$ cat src/rtl/integer_field_formatter_unit_defines.svh
// Assertion macros used by the formatter RTL (iff_emit).
`ifndef INTEGER_FIELD_FORMATTER_UNIT_DEFINES_SVH
`define INTEGER_FIELD_FORMATTER_UNIT_DEFINES_SVH

// Same-cycle implication, checked out of reset.
`define IFF_ASSERT_NOW(lbl, ante, cons) \
   lbl: assert property (@(posedge clock) disable iff (reset) (ante) |-> (cons)) \
      else $error("formatter check failed");

// Next-cycle implication, checked out of reset.
`define IFF_ASSERT_NEXT(lbl, ante, cons) \
   lbl: assert property (@(posedge clock) disable iff (reset) (ante) |=> (cons)) \
      else $error("formatter check failed");

`endif

$ cat src/rtl/iff_pkg.sv
// Types, constants and helpers of the integer field formatter.
`timescale 1ns / 1ps
package iff_pkg;

   localparam int MAX_FIELD_DEF  = 96;
   localparam int VALUE_BITS_DEF = 64;
   localparam int VALUE_W        = 64;
   localparam int FIELD_W        = 7;

   localparam logic [2:0] ACT_SDEC = 3'd0;
   localparam logic [2:0] ACT_UDEC = 3'd1;
   localparam logic [2:0] ACT_HEXL = 3'd2;
   localparam logic [2:0] ACT_HEXU = 3'd3;
   localparam logic [2:0] ACT_BIN  = 3'd4;
   localparam logic [2:0] ACT_PTR  = 3'd5;

   localparam logic [2:0] SZ_INT   = 3'd0;
   localparam logic [2:0] SZ_LONG  = 3'd1;
   localparam logic [2:0] SZ_LLONG = 3'd2;
   localparam logic [2:0] SZ_SIZE  = 3'd3;
   localparam logic [2:0] SZ_SHORT = 3'd4;
   localparam logic [2:0] SZ_CHAR  = 3'd5;

   localparam logic [7:0] CH_SPACE = 8'h20;
   localparam logic [7:0] CH_PLUS  = 8'h2B;
   localparam logic [7:0] CH_MINUS = 8'h2D;
   localparam logic [7:0] CH_ZERO  = 8'h30;
   localparam logic [7:0] CH_UA    = 8'h41;
   localparam logic [7:0] CH_LA    = 8'h61;
   localparam logic [7:0] CH_XU    = 8'h58;
   localparam logic [7:0] CH_XL    = 8'h78;
   localparam logic [7:0] CH_BL    = 8'h62;

   typedef enum logic [1:0] {
      RADIX_DEC,
      RADIX_HEX,
      RADIX_BIN
   } radix_type;

   typedef enum logic [2:0] {
      ST_IDLE,
      ST_LOAD,
      ST_CONV,
      ST_NORM,
      ST_EMIT
   } state_type;

   typedef struct packed {
      logic load;
      logic dabble;
      logic norm;
   } conv_cmd_type;

   typedef struct packed {
      logic [FIELD_W-1:0] width;
      logic [FIELD_W-1:0] prec;
      logic               zpad;
      logic               left;
      logic [1:0]         plen;
      logic [7:0]         lead0;
      logic [7:0]         lead1;
      logic               upper;
   } fmt_type;

   function automatic logic [7:0] digit_char(input logic [3:0] d, input logic upper);
      logic [7:0] c;
      if (d < 4'd10) begin
         c = CH_ZERO + {4'b0, d};
      end else if (upper) begin
         c = CH_UA + {4'b0, d - 4'd10};
      end else begin
         c = CH_LA + {4'b0, d - 4'd10};
      end
      return c;
   endfunction

endpackage

$ cat src/rtl/iff_conv.sv
// Digit register: loads the magnitude, runs double dabble, strips leading zeros.
`timescale 1ns / 1ps
module iff_conv #(
   parameter int VALUE_BITS = iff_pkg::VALUE_BITS_DEF
) (
   input  logic                             clock,
   input  iff_pkg::conv_cmd_type            cmd,
   input  iff_pkg::radix_type               radix,
   input  logic [VALUE_BITS-1:0]            mag,
   input  logic                             pop,
   output logic [3:0]                       top_digit,
   output logic                             top_zero,
   output logic [$clog2(VALUE_BITS+1)-1:0]  digit_count
);
   import iff_pkg::*;

   localparam int SLOTS = VALUE_BITS;
   localparam int HEXD  = (VALUE_BITS + 3) / 4;
   localparam int DECD  = (VALUE_BITS * 77) / 256 + 1;
   localparam int NW    = $clog2(VALUE_BITS + 1);

   logic [SLOTS-1:0][3:0]  slot_ff, slot_in;
   logic [VALUE_BITS-1:0]  mag_ff, mag_in;
   logic [NW-1:0]          n_ff, n_in;
   logic [HEXD*4-1:0]      mag_pad;
   logic [DECD-1:0][3:0]   adj;

   always_comb begin
      mag_pad = (HEXD*4)'(mag);
      for (int i = 0; i < DECD; i++) begin
         adj[i] = (slot_ff[i] >= 4'd5) ? slot_ff[i] + 4'd3 : slot_ff[i];
      end
   end

   always_comb begin
      slot_in = slot_ff;
      mag_in  = mag_ff;
      n_in    = n_ff;
      if (cmd.load) begin
         mag_in = mag;
         n_in   = NW'(SLOTS);
         for (int i = 0; i < SLOTS; i++) begin
            slot_in[i] = 4'd0;
         end
         case (radix)
            RADIX_BIN: begin
               for (int i = 0; i < SLOTS; i++) begin
                  slot_in[i] = {3'b0, mag[i]};
               end
            end
            RADIX_HEX: begin
               for (int i = 0; i < HEXD; i++) begin
                  slot_in[i] = mag_pad[4*i +: 4];
               end
            end
            default: begin
            end
         endcase
      end else if (cmd.dabble) begin
         // correct each BCD digit, then shift the next value bit in
         slot_in[0] = {adj[0][2:0], mag_ff[VALUE_BITS-1]};
         for (int i = 1; i < DECD; i++) begin
            slot_in[i] = {adj[i][2:0], adj[i-1][3]};
         end
         mag_in = mag_ff << 1;
      end else if (cmd.norm || pop) begin
         for (int i = 1; i < SLOTS; i++) begin
            slot_in[i] = slot_ff[i-1];
         end
         slot_in[0] = 4'd0;
         if (cmd.norm) begin
            n_in = n_ff - NW'(1);
         end
      end
   end

   always_ff @(posedge clock) begin
      slot_ff <= slot_in;
      mag_ff  <= mag_in;
      n_ff    <= n_in;
   end

   assign top_digit   = slot_ff[SLOTS-1];
   assign top_zero    = (slot_ff[SLOTS-1] == 4'd0);
   assign digit_count = n_ff;

endmodule

$ cat src/rtl/iff_emit.sv
// Field sizing, character sequencer and two-character output register.
`timescale 1ns / 1ps
`include "integer_field_formatter_unit_defines.svh"
module iff_emit #(
   parameter int MAX_FIELD  = iff_pkg::MAX_FIELD_DEF,
   parameter int VALUE_BITS = iff_pkg::VALUE_BITS_DEF
) (
   input  logic                             clock,
   input  logic                             reset,
   input  logic                             start,
   input  iff_pkg::fmt_type                 fmt,
   input  logic [$clog2(VALUE_BITS+1)-1:0]  digit_count,
   input  logic [3:0]                       digit,
   output logic                             pop,
   output logic                             done,
   output logic                             rsp_valid,
   input  logic                             rsp_ready,
   output logic [7:0]                       rsp_char_first,
   output logic [7:0]                       rsp_char_second,
   output logic [1:0]                       rsp_char_count,
   output logic                             rsp_last_of_run
);
   import iff_pkg::*;

   localparam int LW = $clog2(MAX_FIELD + VALUE_BITS + 3);

   fmt_type        fmt_ff, fmt_in;
   logic [LW-1:0]  n_ff, n_in, zeros_ff, zeros_in, pad_ff, pad_in;
   logic [LW-1:0]  b1_ff, b1_in, b2_ff, b2_in, b3_ff, b3_in, b4_ff, b4_in;
   logic [LW-1:0]  end_ff, end_in, pos_ff, pos_in;
   logic           prep_ff, prep_in, run_ff, run_in;
   logic           half_v_ff, half_v_in;
   logic [7:0]     half_ch_ff, half_ch_in;
   logic           out_v_ff, out_v_in;
   logic [7:0]     out_a_ff, out_a_in, out_b_ff, out_b_in;
   logic [1:0]     out_cnt_ff, out_cnt_in;
   logic           out_last_ff, out_last_in;

   logic [LW-1:0]  w_x, p_x, n_x, pl_x, body, zeros_c, total_c, b3_c;
   logic           out_free, last, step, in_dig;
   logic [7:0]     ch;

   // sizing, taken at start
   always_comb begin
      w_x  = LW'(fmt.width);
      p_x  = LW'(fmt.prec);
      n_x  = LW'(digit_count);
      pl_x = LW'(fmt.plen);
      body = n_x + pl_x;
      if (p_x > n_x) begin
         zeros_c = p_x - n_x;
      end else if (fmt.zpad && (w_x > body)) begin
         zeros_c = w_x - body;
      end else begin
         zeros_c = '0;
      end
      total_c = body + zeros_c;
   end

   assign b3_c = b2_ff + zeros_ff;

   // character at the current position
   always_comb begin
      in_dig = 1'b0;
      if (pos_ff < b1_ff) begin
         ch = CH_SPACE;
      end else if (pos_ff < b2_ff) begin
         ch = (pos_ff == b1_ff) ? fmt_ff.lead0 : fmt_ff.lead1;
      end else if (pos_ff < b3_ff) begin
         ch = CH_ZERO;
      end else if (pos_ff < b4_ff) begin
         ch     = digit_char(digit, fmt_ff.upper);
         in_dig = 1'b1;
      end else begin
         ch = CH_SPACE;
      end
   end

   assign out_free = !out_v_ff || rsp_ready;
   assign last     = (pos_ff + LW'(1) == end_ff);
   assign step     = run_ff && (half_v_ff ? out_free : (!last || out_free));
   assign pop      = step && in_dig;
   assign done     = step && last;

   always_comb begin
      fmt_in      = fmt_ff;
      n_in        = n_ff;
      zeros_in    = zeros_ff;
      pad_in      = pad_ff;
      b1_in       = b1_ff;
      b2_in       = b2_ff;
      b3_in       = b3_ff;
      b4_in       = b4_ff;
      end_in      = end_ff;
      pos_in      = pos_ff;
      prep_in     = 1'b0;
      run_in      = run_ff;
      half_v_in   = half_v_ff;
      half_ch_in  = half_ch_ff;
      out_v_in    = out_v_ff && !rsp_ready;
      out_a_in    = out_a_ff;
      out_b_in    = out_b_ff;
      out_cnt_in  = out_cnt_ff;
      out_last_in = out_last_ff;
      if (start) begin
         fmt_in   = fmt;
         n_in     = n_x;
         zeros_in = zeros_c;
         pad_in   = (w_x > total_c) ? w_x - total_c : '0;
         prep_in  = 1'b1;
      end
      if (prep_ff) begin
         b1_in     = fmt_ff.left ? '0 : pad_ff;
         b2_in     = (fmt_ff.left ? '0 : pad_ff) + LW'(fmt_ff.plen);
         b3_in     = '0;
         b4_in     = '0;
         pos_in    = '0;
         run_in    = 1'b0;
      end
      if (step) begin
         pos_in = pos_ff + LW'(1);
         if (!half_v_ff && !last) begin
            half_v_in  = 1'b1;
            half_ch_in = ch;
         end else begin
            out_v_in    = 1'b1;
            out_a_in    = half_v_ff ? half_ch_ff : ch;
            out_b_in    = half_v_ff ? ch : 8'd0;
            out_cnt_in  = half_v_ff ? 2'd2 : 2'd1;
            out_last_in = last;
            half_v_in   = 1'b0;
         end
         if (last) begin
            run_in = 1'b0;
         end
      end
   end

   // second prep cycle: finish the segment bounds and start running
   logic prep2_ff, prep2_in;
   always_comb begin
      prep2_in = prep_ff;
   end

   always_ff @(posedge clock) begin
      if (reset) begin
         prep_ff   <= 1'b0;
         prep2_ff  <= 1'b0;
         run_ff    <= 1'b0;
         half_v_ff <= 1'b0;
         out_v_ff  <= 1'b0;
      end else begin
         prep_ff   <= prep_in;
         prep2_ff  <= prep2_in;
         run_ff    <= prep2_ff ? 1'b1 : run_in;
         half_v_ff <= half_v_in;
         out_v_ff  <= out_v_in;
      end
   end

   always_ff @(posedge clock) begin
      fmt_ff      <= fmt_in;
      n_ff        <= n_in;
      zeros_ff    <= zeros_in;
      pad_ff      <= pad_in;
      b1_ff       <= b1_in;
      b2_ff       <= b2_in;
      b3_ff       <= prep2_ff ? b3_c : b3_in;
      b4_ff       <= prep2_ff ? b3_c + n_ff : b4_in;
      end_ff      <= prep2_ff ? b3_c + n_ff + (fmt_ff.left ? pad_ff : '0) : end_in;
      pos_ff      <= pos_in;
      half_ch_ff  <= half_ch_in;
      out_a_ff    <= out_a_in;
      out_b_ff    <= out_b_in;
      out_cnt_ff  <= out_cnt_in;
      out_last_ff <= out_last_in;
   end

   assign rsp_valid       = out_v_ff;
   assign rsp_char_first  = out_a_ff;
   assign rsp_char_second = out_b_ff;
   assign rsp_char_count  = out_cnt_ff;
   assign rsp_last_of_run = out_last_ff;

   `IFF_ASSERT_NOW(a_single_is_last, out_v_ff && (out_cnt_ff != 2'd2), out_last_ff)
   `IFF_ASSERT_NOW(a_pos_in_field, run_ff, pos_ff < end_ff)
   `IFF_ASSERT_NOW(a_start_when_free, start, !run_ff && !prep_ff && !prep2_ff)
   `IFF_ASSERT_NEXT(a_done_clears_half, done, !half_v_ff && !run_ff)

endmodule

$ cat src/rtl/integer_field_formatter_unit.sv
// Top level of the integer field formatter: input capture and sequencing.
`timescale 1ns / 1ps
//
//  channel | direction | handshake         | payload
//  req     | in        | req_valid/ready   | action, value, size mode, flags, width, precision
//  rsp     | out       | rsp_valid/ready   | two characters, count, last of run
//
//  One field at a time. After the word is taken: a load step, double dabble
//  for decimal, stripping of leading zero digits, sizing (prep, then second
//  prep), then one character per cycle while the result is not stalled
//  (two per result word), the character sequencer setting the pace.
//  Reset is synchronous and clears all control state; the digit register
//  needs none. A stalled result holds the sequencer; the next word is taken
//  as soon as the last character is in the output register.
module integer_field_formatter_unit #(
   parameter int MAX_FIELD  = iff_pkg::MAX_FIELD_DEF,
   parameter int VALUE_BITS = iff_pkg::VALUE_BITS_DEF
) (
   input  logic                          clock,
   input  logic                          reset,
   input  logic                          req_valid,
   output logic                          req_ready,
   input  logic [2:0]                    req_action,
   input  logic [iff_pkg::VALUE_W-1:0]   req_value,
   input  logic [2:0]                    req_size_mode,
   input  logic                          req_left_align,
   input  logic                          req_show_sign,
   input  logic                          req_space_sign,
   input  logic                          req_zero_pad,
   input  logic                          req_alt_form,
   input  logic [iff_pkg::FIELD_W-1:0]   req_field_width,
   input  logic                          req_has_precision,
   input  logic [iff_pkg::FIELD_W-1:0]   req_precision_digits,
   output logic                          rsp_valid,
   input  logic                          rsp_ready,
   output logic [7:0]                    rsp_char_first,
   output logic [7:0]                    rsp_char_second,
   output logic [1:0]                    rsp_char_count,
   output logic                          rsp_last_of_run
);
   import iff_pkg::*;

   localparam int BW = $clog2(VALUE_BITS + 1);
   localparam int IW = $clog2(VALUE_BITS);
   localparam logic [BW-1:0] B64 = BW'(VALUE_BITS);
   localparam logic [BW-1:0] B32 = BW'((VALUE_BITS < 32) ? VALUE_BITS : 32);
   localparam logic [BW-1:0] B16 = BW'((VALUE_BITS < 16) ? VALUE_BITS : 16);
   localparam logic [BW-1:0] B8  = BW'(8);
   localparam logic [FIELD_W-1:0] MAXF = FIELD_W'(MAX_FIELD);

   state_type              state_ff, state_in;
   logic [BW-1:0]          cnt_ff, cnt_in;
   radix_type              radix_ff, radix_in;
   logic [VALUE_BITS-1:0]  val_ff, val_in, mask_ff, mask_in;
   logic                   neg_ff, neg_in;
   fmt_type                fmt_ff, fmt_in;

   radix_type              radix_c;
   logic [BW-1:0]          bits_c;
   logic [IW-1:0]          sidx;
   logic [VALUE_BITS-1:0]  vmask;
   logic                   neg_c;
   fmt_type                fmt_c;
   logic [VALUE_BITS-1:0]  mag;
   conv_cmd_type           cmd;
   logic                   accept, norm_more, start, done, pop, top_zero;
   logic [3:0]             top_digit;
   logic [BW-1:0]          digit_count;

   assign accept = req_valid && req_ready;

   // decode the incoming word
   always_comb begin
      case (req_action)
         ACT_HEXL, ACT_HEXU, ACT_PTR: radix_c = RADIX_HEX;
         ACT_BIN:                     radix_c = RADIX_BIN;
         default:                     radix_c = RADIX_DEC;
      endcase
      if (req_action == ACT_PTR) begin
         bits_c = B64;
      end else begin
         case (req_size_mode)
            SZ_LONG, SZ_LLONG, SZ_SIZE: bits_c = B64;
            SZ_SHORT:                   bits_c = B16;
            SZ_CHAR:                    bits_c = B8;
            default:                    bits_c = B32;
         endcase
      end
      for (int i = 0; i < VALUE_BITS; i++) begin
         mask_in[i] = (BW'(i) < bits_c);
      end
      vmask = req_value[VALUE_BITS-1:0] & mask_in;
      sidx  = IW'(bits_c - BW'(1));
      neg_c = (req_action == ACT_SDEC) && vmask[sidx];

      fmt_c.width = (req_field_width > MAXF) ? MAXF : req_field_width;
      fmt_c.prec  = !req_has_precision ? '0 :
                    (req_precision_digits > MAXF) ? MAXF : req_precision_digits;
      fmt_c.left  = req_left_align;
      fmt_c.zpad  = req_zero_pad && !req_left_align;
      fmt_c.upper = (req_action == ACT_HEXU);
      fmt_c.plen  = 2'd0;
      fmt_c.lead0 = CH_ZERO;
      fmt_c.lead1 = CH_XL;
      if (req_action == ACT_SDEC) begin
         if (neg_c) begin
            fmt_c.plen  = 2'd1;
            fmt_c.lead0 = CH_MINUS;
         end else if (req_show_sign) begin
            fmt_c.plen  = 2'd1;
            fmt_c.lead0 = CH_PLUS;
         end else if (req_space_sign) begin
            fmt_c.plen  = 2'd1;
            fmt_c.lead0 = CH_SPACE;
         end
      end else if ((req_action == ACT_PTR) || (req_alt_form && ((req_action == ACT_HEXL)
                   || (req_action == ACT_HEXU) || (req_action == ACT_BIN)))) begin
         fmt_c.plen  = 2'd2;
         fmt_c.lead0 = CH_ZERO;
         fmt_c.lead1 = (req_action == ACT_HEXU) ? CH_XU :
                       (req_action == ACT_BIN) ? CH_BL : CH_XL;
      end
   end

   always_comb begin
      radix_in = radix_ff;
      val_in   = val_ff;
      neg_in   = neg_ff;
      fmt_in   = fmt_ff;
      if (accept) begin
         radix_in = radix_c;
         val_in   = vmask;
         neg_in   = neg_c;
         fmt_in   = fmt_c;
      end
   end

   assign mag       = neg_ff ? ((~val_ff + VALUE_BITS'(1)) & mask_ff) : val_ff;
   assign norm_more = top_zero && (digit_count > BW'(1));

   // next state
   always_comb begin
      state_in = state_ff;
      case (state_ff)
         ST_IDLE: if (req_valid) state_in = ST_LOAD;
         ST_LOAD: state_in = (radix_ff == RADIX_DEC) ? ST_CONV : ST_NORM;
         ST_CONV: if (cnt_ff == BW'(VALUE_BITS - 1)) state_in = ST_NORM;
         ST_NORM: if (!norm_more) state_in = ST_EMIT;
         ST_EMIT: if (done) state_in = ST_IDLE;
         default: state_in = ST_IDLE;
      endcase
   end

   // outputs of the sequencer
   always_comb begin
      req_ready  = 1'b0;
      cmd.load   = 1'b0;
      cmd.dabble = 1'b0;
      cmd.norm   = 1'b0;
      start      = 1'b0;
      cnt_in     = cnt_ff;
      case (state_ff)
         ST_IDLE: req_ready = 1'b1;
         ST_LOAD: begin
            cmd.load = 1'b1;
            cnt_in   = '0;
         end
         ST_CONV: begin
            cmd.dabble = 1'b1;
            cnt_in     = cnt_ff + BW'(1);
         end
         ST_NORM: begin
            cmd.norm = norm_more;
            start    = !norm_more;
         end
         default: begin
         end
      endcase
   end

   always_ff @(posedge clock) begin
      if (reset) begin
         state_ff <= ST_IDLE;
      end else begin
         state_ff <= state_in;
      end
   end

   always_ff @(posedge clock) begin
      cnt_ff   <= cnt_in;
      radix_ff <= radix_in;
      val_ff   <= val_in;
      mask_ff  <= accept ? mask_in : mask_ff;
      neg_ff   <= neg_in;
      fmt_ff   <= fmt_in;
   end

   iff_conv #(
      .VALUE_BITS (VALUE_BITS)
   ) u_conv (
      .clock       (clock),
      .cmd         (cmd),
      .radix       (radix_ff),
      .mag         (mag),
      .pop         (pop),
      .top_digit   (top_digit),
      .top_zero    (top_zero),
      .digit_count (digit_count)
   );

   iff_emit #(
      .MAX_FIELD  (MAX_FIELD),
      .VALUE_BITS (VALUE_BITS)
   ) u_emit (
      .clock           (clock),
      .reset           (reset),
      .start           (start),
      .fmt             (fmt_ff),
      .digit_count     (digit_count),
      .digit           (top_digit),
      .pop             (pop),
      .done            (done),
      .rsp_valid       (rsp_valid),
      .rsp_ready       (rsp_ready),
      .rsp_char_first  (rsp_char_first),
      .rsp_char_second (rsp_char_second),
      .rsp_char_count  (rsp_char_count),
      .rsp_last_of_run (rsp_last_of_run)
   );

endmodule
$ cat config.mk
export PLATFORM = sky130hd
export DESIGN_NAME = integer_field_formatter_unit
export DESIGN_NICKNAME = d
export VERILOG_FILES = /design/src/rtl/iff_pkg.sv /design/src/rtl/iff_conv.sv /design/src/rtl/iff_emit.sv /design/src/rtl/integer_field_formatter_unit.sv
export VERILOG_INCLUDE_DIRS = /design/src /design/src/rtl
export SDC_FILE = /design/constraint.sdc
export NUM_CORES = 1
export LEC_CHECK = 0
export BUFFER_PORTS_ARGS = -buffer_cell sky130_fd_sc_hd__buf_2
export CAP_MARGIN = 10
export CORE_UTILIZATION = 40
export CTS_BUF_LIST = sky130_fd_sc_hd__clkbuf_8 sky130_fd_sc_hd__clkbuf_16
export DETAILED_ROUTE_END_ITERATION = 8
export SKIP_LAST_GASP = 1
export SLEW_MARGIN = 25
export SYNTH_ARGS = -nofsm -noshare
export SYNTH_HDL_FRONTEND = slang
export SYNTH_SLANG_ARGS = --single-unit
$ cat constraint.sdc
create_clock -name clock -period 28 [get_ports clock]
set_input_delay 2.8 -clock clock [delete_from_list [all_inputs] [get_ports clock]]
set_output_delay 2.8 -clock clock [all_outputs]
set_load 0.01 [all_outputs]
After elaboration in Yosys (flattened, before gate mapping)
Cells that the tools add are included. W data, S select, Z words.

Equality and inequality tests: 23. Reductions and logical operators: 43. Muxes and demuxes: 85. Order comparisons: 96. Bitwise operators: 7. Add/subtract/negate cells: 38.

Operators by type and width (number): $mux W256 (2); $lt A6 B7 Y1 const A (32); $mux W64 (3); $mux W189 (1); $mux W176 (1); $mux W8 (17); $and A64 B64 Y64 (2); $pmux W64 S2 (1); $lt A5 B7 Y1 const A (16); $ge A4 B3 Y1 const B (20); $mux W80 (1); $add A4 B2 Y4 const B (19); $mux W4 (19); $add A64 B1 Y64 const B (1); $not A64 Y64 (1); $lt A4 B7 Y1 const A (8); $lt A8 B8 Y1 (4); $lt A3 B7 Y1 const A (4); $mux W9 (3); $add A8 B8 Y8 (3); $pmux W7 S3 (1); $mux W1 (20); $eq A3 B2 Y1 const B (6); $mux W18 (1); 53 further kinds (106).

Flip-flop bits (word level): 626. Word-level logic and storage cells: 398. Output and inout port bits: 21. Input port bits: 94.

Longest topological paths before layout
Gate-level depths: netlist (run 1).

Depth after elaboration: 11. Depth in mapped cells: 27. Gate-level depth less buffers: 27.

By module
A second synthesis (run 1) with hierarchy kept.

Cells, all modules: 2622. Area total of the unflattened synthesis: 29867.4 µm².

By module, submodules not included: iff_conv (times used 1, sequential area each 9749.4 µm², cells each 1245, area an instance 15687.5 µm²); iff_emit (times used 1, sequential area each 3643.5 µm², cells each 711, area an instance 7783.7 µm²); integer_field_formatter_unit (times used 1, sequential area each 3213.1 µm², cells each 666, area an instance 6396.1 µm²).

Worst setup path after synthesis (run 1)
OpenSTA, ideal clock, no wires.

Path type: input to register. Start point: input rsp_ready. End point: register u_conv.slot_ff[100] (netlist bit) (enable). Setup slack: 10810 ps. Stages on the path: 5. Arrival time: 16220 ps. Required time: 27029 ps. Library setup time: 971 ps. Buffers on the path: 1. Cell sequence: nand2b_1 -> or3_1 -> o211ai_1 -> clkbuf_1 -> o31ai_1.

Word-level cells in the longest chain between the ends: 8.

RTL lines: start, declared (line integer_field_formatter_unit.sv:35) `input logic rsp_ready,`; $logic_or A1 B1 Y1 (*) (line iff_emit.sv:79) `assign out_free = !out_v_ff || rsp_ready;`; $logic_or A1 B1 Y1 (line iff_emit.sv:81) `assign step = run_ff && (half_v_ff ? out_free : (!last || out_free));`; $mux W1 (*) (line iff_emit.sv:81); $logic_and A1 B1 Y1 (*) (line iff_emit.sv:81); $logic_and A1 B1 Y1 (*) (line iff_emit.sv:82) `assign pop = step && in_dig;`; $logic_or A1 B1 Y1 (*) (line iff_conv.sv:66) `end else if (cmd.norm || pop) begin`; $reduce_bool A2 Y1 (no line) (*); $reduce_and A2 Y1 (no line) (*); end signal, assigned (line iff_conv.sv:78) `slot_ff <= slot_in;`; end, declared (line iff_conv.sv:22) `logic [SLOTS-1:0][3:0] slot_ff, slot_in;`.

Every way passes the cells marked *; elsewhere a longest branch is shown, timed or not. A chain may end at the register's enable or synchronous reset.

Worst setup path in the final report (run 1)
Start point: register u_conv.n_ff[0] (netlist: u_conv.digit_count[0]). End point: register u_emit.pad_ff[2] (data pin).

Word-level cells in the longest chain between the ends: 7. Elaborated cells between the ends (all ways): 11. Classes of those cells: 5 x add/sub; 3 x order compare; 2 x mux; 1 x reduce/logical.

RTL lines: start, declared (line iff_conv.sv:24) `logic [NW-1:0] n_ff, n_in;`; start signal, assigned (line iff_conv.sv:80) `n_ff <= n_in;`; $add A7 B2 Y8 (line iff_emit.sv:49) `body = n_x + pl_x;`; $gt A7 B8 Y1 (line iff_emit.sv:52) `end else if (fmt.zpad && (w_x > body)) begin`; $logic_and A1 B1 Y1 (line iff_emit.sv:52); $mux W8 (line iff_emit.sv:52); $mux W8 (*) (line iff_emit.sv:50) `if (p_x > n_x) begin`; net u_emit.zeros_c[0] (line iff_emit.sv:39) `logic [LW-1:0] w_x, p_x, n_x, pl_x, body, zeros_c, total_c, b3_c;`; $add A8 B8 Y8 (*) (line iff_emit.sv:57) `total_c = body + zeros_c;`; $sub A7 B8 Y8 or $gt A7 B8 Y1 (tied branches) (line iff_emit.sv:109) `pad_in = (w_x > total_c) ? w_x - total_c : '0;`; end signal, assigned (line iff_emit.sv:165) `pad_ff <= pad_in;`; end, declared (line iff_emit.sv:28) `logic [LW-1:0] n_ff, n_in, zeros_ff, zeros_in, pad_ff, pad_in;`.

Mark *: on every way through the listed nets, which the timed path passes. The rest lies on a longest branch.

==> metrics.log, run 1 <==
[metrics] count of input and output buffers: 112
[metrics] total routing usage reported by global routing: 18.8%
[metrics] part of the Yosys area used for sequential elements: 55.8%
[metrics] period utilization: 21.6%
[metrics] Clock Skews: 0.0353 ns
[metrics] path class of the lowest-slack min-delay path: flop to flop
[metrics] cell total after placement: 3613
[metrics] Static Leak: approximately 12 nW
[metrics] vias in the first global route: just under 20000
[metrics] setup TNS after final layout: 0 ns
[metrics] wire length on met2: 31.7 mm
[metrics] I/O pins: between 100 and 150
[metrics] clock tree root buffer cell: sky130_fd_sc_hd__clkbuf_16
[metrics] number of nets in the layout: 2966
[metrics] weighted congestion reported at the end of routability-driven placement: ~0.87
[metrics] met3 wire length: 3.71 mm
[metrics] Highest Clock Rate: approximately 0.17 GHz
[metrics] CP endpoint kind: flop
[metrics] post-CTS setup buffers: 0
[metrics] deepest clock path buffer count: 3
[metrics] RSZ-0062 raised after global routing: false
[metrics] depth of the critical timing path with buffers and inverters included: 27
[metrics] antenna violations before repair: 2
[metrics] area inside the core boundary: 71900 sq um
[metrics] number of max-capacitance violations reported: 0
[metrics] DR DRC count: 0
[metrics] total number of vias: roughly 20000
[metrics] slowest library cell on the worst path: sky130_fd_sc_hd__dfxtp_1
[metrics] HPWL Detailed: 48.7 mm
[metrics] post-route setup slack: 21.96 ns
[metrics] setup slack after placement: 21.95 ns
[metrics] routed metal-1 wirelength: 32.4 mm
[metrics] H-tree level count: 2
[metrics] highest metal layer with signal wires: met4
[metrics] worst-skew pair later-pin latency: ~0.65 ns
[metrics] Netlist Area Pre-Place: around 29000 sq um
[metrics] layout overhead on the synthesized area: 12.6%
[metrics] TritonCTS clock tree: built
[metrics] first-pass GRT wire length: ~110 mm
[metrics] number of endpoints with negative hold slack in the final report: 0
[metrics] cells after synthesis: 2636
[metrics] initial core utilization: around two fifths
[metrics] Yosys cell types: between 80 and 90
[metrics] number of synthesized register bits: 547
[metrics] routed len/inst: roughly 19 microns
[metrics] Synth async-reset ratio: 0%
[metrics] Post-Route WL: 69.9 mm
[metrics] count of nets left with antenna violations after detail routing: 0
[metrics] most frequent cells in the layout: 532 x sky130_fd_sc_hd__edfxtp_1, 246 x sky130_fd_sc_hd__nand2_1, 231 x sky130_fd_sc_hd__o21ai_0, 226 x sky130_fd_sc_hd__and2_1, 162 x sky130_fd_sc_hd__nor2_1
[metrics] Core Util, Final: 45.7%
[metrics] critical path peak fanout: 7
[metrics] clock slew at reported path FFs: 0.06 ns
[metrics] WHS Path Cells: 0
[metrics] first-pass detailed-route iteration total: 5
[metrics] number of sinks on the clock net: 547
[metrics] Register-to-Register Path Depth: 27
[metrics] post_cts resized: 0
[metrics] worst voltage drop across the vdd grid: 0.0660 mV
[metrics] floorplan die width: roughly 270 microns
[metrics] most frequent standard cell in the layout excluding fill and tap cells: sky130_fd_sc_hd__edfxtp_1
[metrics] pin count of the biggest net entering global routing: 177
[metrics] number of fillers in the final layout: 6699
[metrics] Main synth FF type: sky130_fd_sc_hd__edfxtp_1
[metrics] Yosys warning count: 0
[metrics] number of buffers created by CTS: 60
[metrics] Power Dens Cells: 88.1 nW/um^2
[metrics] post-cts hold buffer count: 0
[metrics] share of cells above drive strength 1: under 10%
[metrics] final number of setup-violating endpoints: 0
[metrics] transition time of the tightest slew-check pin: approximately 1.1 ns
[metrics] starting DRC count in detailed routing: 1643
[metrics] mean cell area of the mapped netlist: ~11 sq um
[metrics] status: complete, no violations
[metrics] Die Height: 272 microns
[metrics] buffers and inverters on the worst path: 3
[metrics] Total Die Area: 74100 sq um
[metrics] DR vias/cell: approximately 5.4
[metrics] WP data arrival: 6.38 ns
[metrics] final instance count without filler cells: between 3000 and 4000
[metrics] Remaining Overflow, GRT: 0
[metrics] Min Clock Period, post-route: 6.04 ns
[metrics] count of pins over their slew limit: 0
[metrics] crit-path max cell delay: ~0.48 ns
[metrics] top cell family by delay on the critical path: adder cells
[metrics] CP dominant cell by count: sky130_fd_sc_hd__ha_1
[metrics] Worst Setup Start Kind: flop
[metrics] number of flops mapped to enable cells by yosys: roughly 530
[metrics] required time of the worst setup path: about 28 ns
[metrics] Slew Limit Headroom: 28.6%
[metrics] site row count: 98
[metrics] CP Class: flop to flop
[report_power, final]
group	leakage [nW]	switching, W	total (W)	internal [W]
registers	5.18	0.000120	0.00129	0.00117
logic	5.89	0.000477	0.000772	0.000294
clock network	1.04	0.000332	0.000830	0.000499
total	12.1	0.000929	0.00290	0.00197
[per-stage QoR]
step	area [sq um]	power, W	hold WS, ns
after global routing	32900	0.00306	0.434
after CTS	32800	0.00291	0.422
after floorplan	29200	0.00187	0.400
after global placement	30700	0.00204	0.403
after detailed placement	30800	0.00207	0.405
final	32900	0.00290	0.419
[cell type report]
cell class | instances | area, sq um | area share, %
antenna | 2 | 5.00 | 0.0152
inverter | 142 | 533 | 1.62
tap | 950 | 1190 | 3.62
clock inverter | 48 | 556 | 1.69
clock buffer | 60 | 1500 | 4.57
multi-input combinational | 1842 | 12000 | 36.6
timing repair buffer | 133 | 762 | 2.32
sequential | 547 | 16300 | 49.5
[cell families after synthesis]
family / count (synthesis) / synth area share (%)
muxes: 13 / 0.476
other: 1 / 0.0128
buffers and inverters: 248 / 3.26
xor gates and xnor gates: 143 / 4.39
DFF: 547 / 55.8
and+or+nand+nor: 927 / 16.6
AOI/OAI and AO/OA: 611 / 13.0
adders and majority gates: 146 / 6.49
[path summary, 6_finish.rpt]
check | start | to | slack [ns]
hold reg to reg | fmt_ff[19] | u_emit.fmt_ff[19] | 0.42
setup / recovery | u_conv.digit_count[0] | u_emit.pad_ff[2] | 21.96
hold / removal | fmt_ff[19] | u_emit.fmt_ff[19] | 0.42
setup reg to reg | u_conv.digit_count[0] | u_emit.pad_ff[2] | 21.96
[sequential cells by signal (all words and copies together) (netlist names), 3 cells and up]
name	count
u_emit.b4_ff	8
fmt_ff	26
u_emit.half_ch_ff	7
u_emit.n_ff	7
u_conv.top_digit	4
u_emit.b3_ff	8
u_emit.end_ff	8
u_conv.slot_ff	252
u_emit.pos_ff	8
cnt_ff	7
u_conv.mag_ff	64
state_ff	3
u_emit.b2_ff	8
u_emit.b1_ff	8
val_ff	64
u_emit.fmt_ff	11
mask_ff	6
u_emit.pad_ff	8
u_emit.rsp_char_first	7
u_emit.rsp_char_second	7
u_emit.zeros_ff	8
u_conv.digit_count	7
[per-layer routing]
layer	track usage [%]	vias up
met3	2.79	119
li1	-	9752
met1	26.4	9785
met2	30.0	539
met4	6.08	0
met5	0	-
[synth_stat cells (41+ instances only)]
cell type	n	area, sq um
sky130_fd_sc_hd__and2_1	227	1420
sky130_fd_sc_hd__nor3_1	41	205
sky130_fd_sc_hd__nor2b_1	42	263
sky130_fd_sc_hd__clkbuf_1	91	342
sky130_fd_sc_hd__inv_1	142	533
sky130_fd_sc_hd__edfxtp_1	532	16000
sky130_fd_sc_hd__ha_1	137	1710
sky130_fd_sc_hd__a22oi_1	45	338
sky130_fd_sc_hd__nand2_1	246	923
sky130_fd_sc_hd__xnor2_1	71	622
sky130_fd_sc_hd__nor2_1	165	619
sky130_fd_sc_hd__nand2b_1	43	269
sky130_fd_sc_hd__o21ai_0	232	1160
sky130_fd_sc_hd__xor2_1	70	613
sky130_fd_sc_hd__a21oi_1	121	606
(Power assumes the default switching activity.)
==> run 2, diff against run 1 <==
- ABC_AREA: not set -> 1
- clock period: 28 -> 5.2 ns (I/O delays scaled with it)
==> run 2 against run 1 <==
  * Clock skew increased by 0.0036 ns
  * Global-route usage increased by 0.29 points
  * Setup slack got worse by 22 ns
  * Total power increased to 7.1 times the previous value
  * Final area increased by 3.2%
  * Via count increased by 8.5%
  * Sequential cell count unchanged
  * Die area increased by 3.2%
  * Utilization decreased by 0.18 points
  * Non-clock buffer count increased by 23
  * Largest cell class unchanged
  * Highest routed layer is now met5
==> metrics.log, run 2 <==
[metrics] commonest cells in the synthesized netlist: 755 x sky130_fd_sc_hd__nand2_1, 578 x sky130_fd_sc_hd__inv_1, 532 x sky130_fd_sc_hd__edfxtp_1 (was 532 x sky130_fd_sc_hd__edfxtp_1, 246 x sky130_fd_sc_hd__nand2_1, 232 x sky130_fd_sc_hd__o21ai_0)
[metrics] Clock Skews: 0.0389 ns (was 0.0353 ns)
[metrics] flip-flop count of the largest register, all copies and words added: 252 (unchanged)
[metrics] Netlist Area Pre-Place: 30100 sq um (was 29200 sq um)
[metrics] I/O pins: 115 (unchanged)
[metrics] final instance count without filler cells: 4441 (was 3724)
[metrics] number of max-capacitance violations reported: 0 (unchanged)
[metrics] number of nets in the layout: 3662 (was 2966)
[metrics] path class of the lowest-slack min-delay path: input port to flop (was flop to flop)
[metrics] largest area contributor in the netlist: sky130_fd_sc_hd__edfxtp_1 (unchanged)
[metrics] CP Class: flop to flop (unchanged)
[metrics] DR vias/cell: 4.93 (was 5.42)
[metrics] Slew Limit Headroom: 39.3% (was 28.6%)
[metrics] Static Leak: 15.2 nW (was 12.1 nW)
[metrics] cell types occupying the most area after synthesis: sky130_fd_sc_hd__edfxtp_1 53%, sky130_fd_sc_hd__nand2_1 9.4%, sky130_fd_sc_hd__inv_1 7.2% (was sky130_fd_sc_hd__edfxtp_1 55%, sky130_fd_sc_hd__ha_1 5.9%, sky130_fd_sc_hd__and2_1 4.9%)
[metrics] routed len/inst: 16.6 microns (was 18.8 microns)
[metrics] most frequent cells in the layout: 749 x sky130_fd_sc_hd__nand2_1, 586 x sky130_fd_sc_hd__inv_1, 532 x sky130_fd_sc_hd__edfxtp_1, 254 x sky130_fd_sc_hd__nor2_1, 185 x sky130_fd_sc_hd__o21ai_0 (was 532 x sky130_fd_sc_hd__edfxtp_1, 246 x sky130_fd_sc_hd__nand2_1, 231 x sky130_fd_sc_hd__o21ai_0, 226 x sky130_fd_sc_hd__and2_1, 162 x sky130_fd_sc_hd__nor2_1)
[metrics] number of synthesized register bits: 547 (unchanged)
[metrics] slowest library cell on the worst path: sky130_fd_sc_hd__fa_2 (was sky130_fd_sc_hd__dfxtp_1)
[metrics] antenna violations before repair: 5 (was 2)
[metrics] most frequently used cell type in the post-synthesis netlist: sky130_fd_sc_hd__nand2_1 (was sky130_fd_sc_hd__edfxtp_1)
[metrics] transition time of the tightest slew-check pin: 0.901 ns (was 1.07 ns)
[metrics] deepest clock path buffer count: 3 (unchanged)
[metrics] worst voltage drop across the vdd grid: 0.393 mV (was 0.0660 mV)
[metrics] worst-skew pair later-pin latency: 0.63 ns (was 0.65 ns)
[metrics] setup TNS after final layout: 0 ns (unchanged)
[metrics] initial core utilization: 40.5% (was 40.6%)
[metrics] worst hold margin: 0.0906 ns (was 0.419 ns)
[metrics] number of buffers created by CTS: 59 (was 60)
[metrics] vias in the first global route: 21000 (was 19700)
[metrics] Main synth FF type: sky130_fd_sc_hd__edfxtp_1 (unchanged)
[metrics] clock tree root buffer cell: sky130_fd_sc_hd__clkbuf_16 (unchanged)
[metrics] Min Clock Period, post-route: 4.87 ns (was 6.04 ns)
[metrics] Yosys warning count: 0 (unchanged)
[metrics] HPWL Detailed: 53.2 mm (was 48.7 mm)
[metrics] period utilization: 93.6% (was 21.6%)
[metrics] Core Util, Final: 45.6% (was 45.7%)
[metrics] TritonCTS clock tree: built (unchanged)
[metrics] Worst Setup Start Kind: flop (unchanged)
[metrics] cells after synthesis: 3293 (was 2636)
[metrics] Total Die Area: 76400 sq um (was 74100 sq um)
[metrics] number of sinks on the clock net: 547 (unchanged)
[metrics] Highest Clock Rate: 0.205 GHz (was 0.166 GHz)
[metrics] register containing the most flip-flops in the final layout: u_conv.slot_ff (unchanged)
[metrics] CP endpoint kind: flop (unchanged)
[metrics] WP data arrival: 5.36 ns (was 6.38 ns)
[metrics] number of flops mapped to enable cells by yosys: 532 (unchanged)
[metrics] Die Height: 276 microns (was 272 microns)
[metrics] final number of setup-violating endpoints: 0 (unchanged)
[metrics] share of cells above drive strength 1: 10.6% (was 9.56%)
[metrics] required time of the worst setup path: 5.69 ns (was 28.34 ns)
[metrics] Remaining Overflow, GRT: 0 (unchanged)
[metrics] post-cts hold buffer count: 0 (unchanged)
[metrics] count of input and output buffers: 112 (unchanged)
[metrics] part of the Yosys area used for sequential elements: 54.0% (was 55.8%)
[metrics] count of nets left with antenna violations after detail routing: 0 (unchanged)
[metrics] area inside the core boundary: 74400 sq um (was 71900 sq um)
[metrics] floorplan die width: 276 microns (was 272 microns)
[metrics] Yosys cell types: 62 (was 82)
[metrics] Power Dens Cells: 604 nW/um^2 (was 88.1 nW/um^2)
[metrics] Pwr Total: 0.0205 W (was 0.00290 W)
[metrics] met3 track demand over resource in global routing: 2.16% (was 2.79%)
[metrics] number of fillers in the final layout: 7143 (was 6699)
[metrics] met1 layer usage reported by global route: 25.2% (was 26.4%)
[metrics] most frequent standard cell in the layout excluding fill and tap cells: sky130_fd_sc_hd__nand2_1 (was sky130_fd_sc_hd__edfxtp_1)
[metrics] status: complete, no violations (unchanged)
[metrics] first-pass detailed-route iteration total: 5 (unchanged)
[metrics] clock slew at reported path FFs: 0.06 ns (about the same)
[metrics] site row count: 100 (was 98)
[metrics] RSZ-0062 raised after global routing: true (was false)
[metrics] starting DRC count in detailed routing: 1524 (was 1643)
[metrics] fraction of synthesized cell area taken by the top area cell type: 53.0% (was 54.7%)
[metrics] crit-path max cell delay: 0.43 ns (was 0.48 ns)
[metrics] number of endpoints with negative hold slack in the final report: 0 (unchanged)
[metrics] pin count of the biggest net entering global routing: 100 (was 177)
[metrics] DR DRC count: 0 (unchanged)
[metrics] Synth async-reset ratio: 0% (unchanged)
[metrics] met2 Use GR: 31.6% (was 30.0%)
[metrics] mean cell area of the mapped netlist: 9.15 sq um (was 11.1 sq um)
[metrics] weighted congestion reported at the end of routability-driven placement: 0.929 (was 0.865)
[metrics] H-tree level count: 2 (unchanged)
[metrics] total routing usage reported by global routing: 19.1% (was 18.8%)
[metrics] Post-Route WL: 73.6 mm (was 69.9 mm)
[metrics] first-pass GRT wire length: 116 mm (was 111 mm)
[metrics] top flop regs: u_conv.slot_ff: 252 flops, u_conv.mag_ff: 64 flops, val_ff: 64 flops (unchanged)
[metrics] cell total after placement: 4323 (was 3613)
[metrics] most heavily used metal layer in global routing: met2 (unchanged)
[metrics] critical path peak fanout: 8 (was 7)
[metrics] layout overhead on the synthesized area: 12.5% (was 12.6%)
[metrics] total number of vias: 21900 (was 20200)
[metrics] count of pins over their slew limit: 0 (unchanged)
## run 2: cell types whose count changed after synthesis, sizes merged, moves of 31 or more
cell and change:
nand2b -43, a21oi +31, nand2 +527, xnor2 -46, nand3 +135, nor3b -33
nor2 +119, and2 -216, nor2b -42, inv +447, clkbuf -39, a22oi -42
## run 2: through the flow
stage                     area, sq um  setup WS [ns]
after floorplan                 30200         0.0965
after global placement          31900         0.0670
after detailed placement        31900         0.0153
after CTS                       33700         0.0677
after global routing            33900        -0.0565
final                           33900          0.330
## run 2: final timing paths
kind	startpoint	endpoint	slack (ns)	cells after the start
worst max-delay path	fmt_ff[17]	u_emit.pad_ff[0]	0.33	28
worst min-delay path	req_field_width[6]	fmt_ff[34]	0.09	1
worst max register to register	fmt_ff[17]	u_emit.pad_ff[0]	0.33	28
worst min register to register	fmt_ff[11]	u_emit.fmt_ff[11]	0.40	0
## run 2: cells by family (layout without fill, tap and decap cells)
kind of cell / count (synthesis) / in the layout / synth area share, %
other: 1 / 5 / 0.0124
buffers and inverters: 679 / 854 / 8.81
and+or+nand+nor: 1355 / 1355 / 19.4
adders and majority gates: 146 / 146 / 6.29
muxes: 1 / 1 / 0.0374
AOI/OAI and AO/OA: 478 / 478 / 9.00
xor gates and xnor gates: 86 / 86 / 2.50
DFF: 547 / 547 / 54.0
## run 2: power by group
group	internal (W)	switching, W	leakage [nW]
Combinational	0.00263	0.00542	9.08
Clock	0.00219	0.00176	0.933
Sequential	0.00764	0.000843	5.20
Total	0.0125	0.00802	15.2
## run 2: area by class of cell
cell class	instances	area, sq um	share of cell area [%]
Clock buffer	64	1560	4.59
Multi-Input combinational cell	2068	11400	33.7
Antenna cell	3	7.51	0.0221
Tap cell	969	1210	3.57
Sequential cell	547	16300	48.0
Timing Repair Buffer	156	953	2.81
Inverter	590	2220	6.55
Clock inverter	44	243	0.716
## run 2: routing by layer
| layer | wire [microns] | vias to the layer above |
|---|---|---|
| met4 | 3280 | 2 |
| met5 | 12 | - |
| li1 | - | 11100 |
| met3 | 2960 | 138 |
| met1 | 33100 | 10200 |
| met2 | 34300 | 449 |
## run 2: repair_timing
action                                  in CTS  in global routing
gates resized for setup                      1                 41
endpoints found under the setup margin       3                  8
gates cloned                                 0                  0
pin swaps                                    0                 25
buffers inserted                             0                  7
## run 2: critical path, delay by kind of cell (launching register included)
| family | cells | cell delay, ns |
|---|---|---|
| compound gates | 6 | 1.00 |
| xor+xnor | 2 | 0.32 |
| fa+ha+maj | 5 | 1.61 |
| buf+inv | 3 | 0.26 |
| flops | 1 | 0.35 |
| simple gates | 12 | 1.19 |
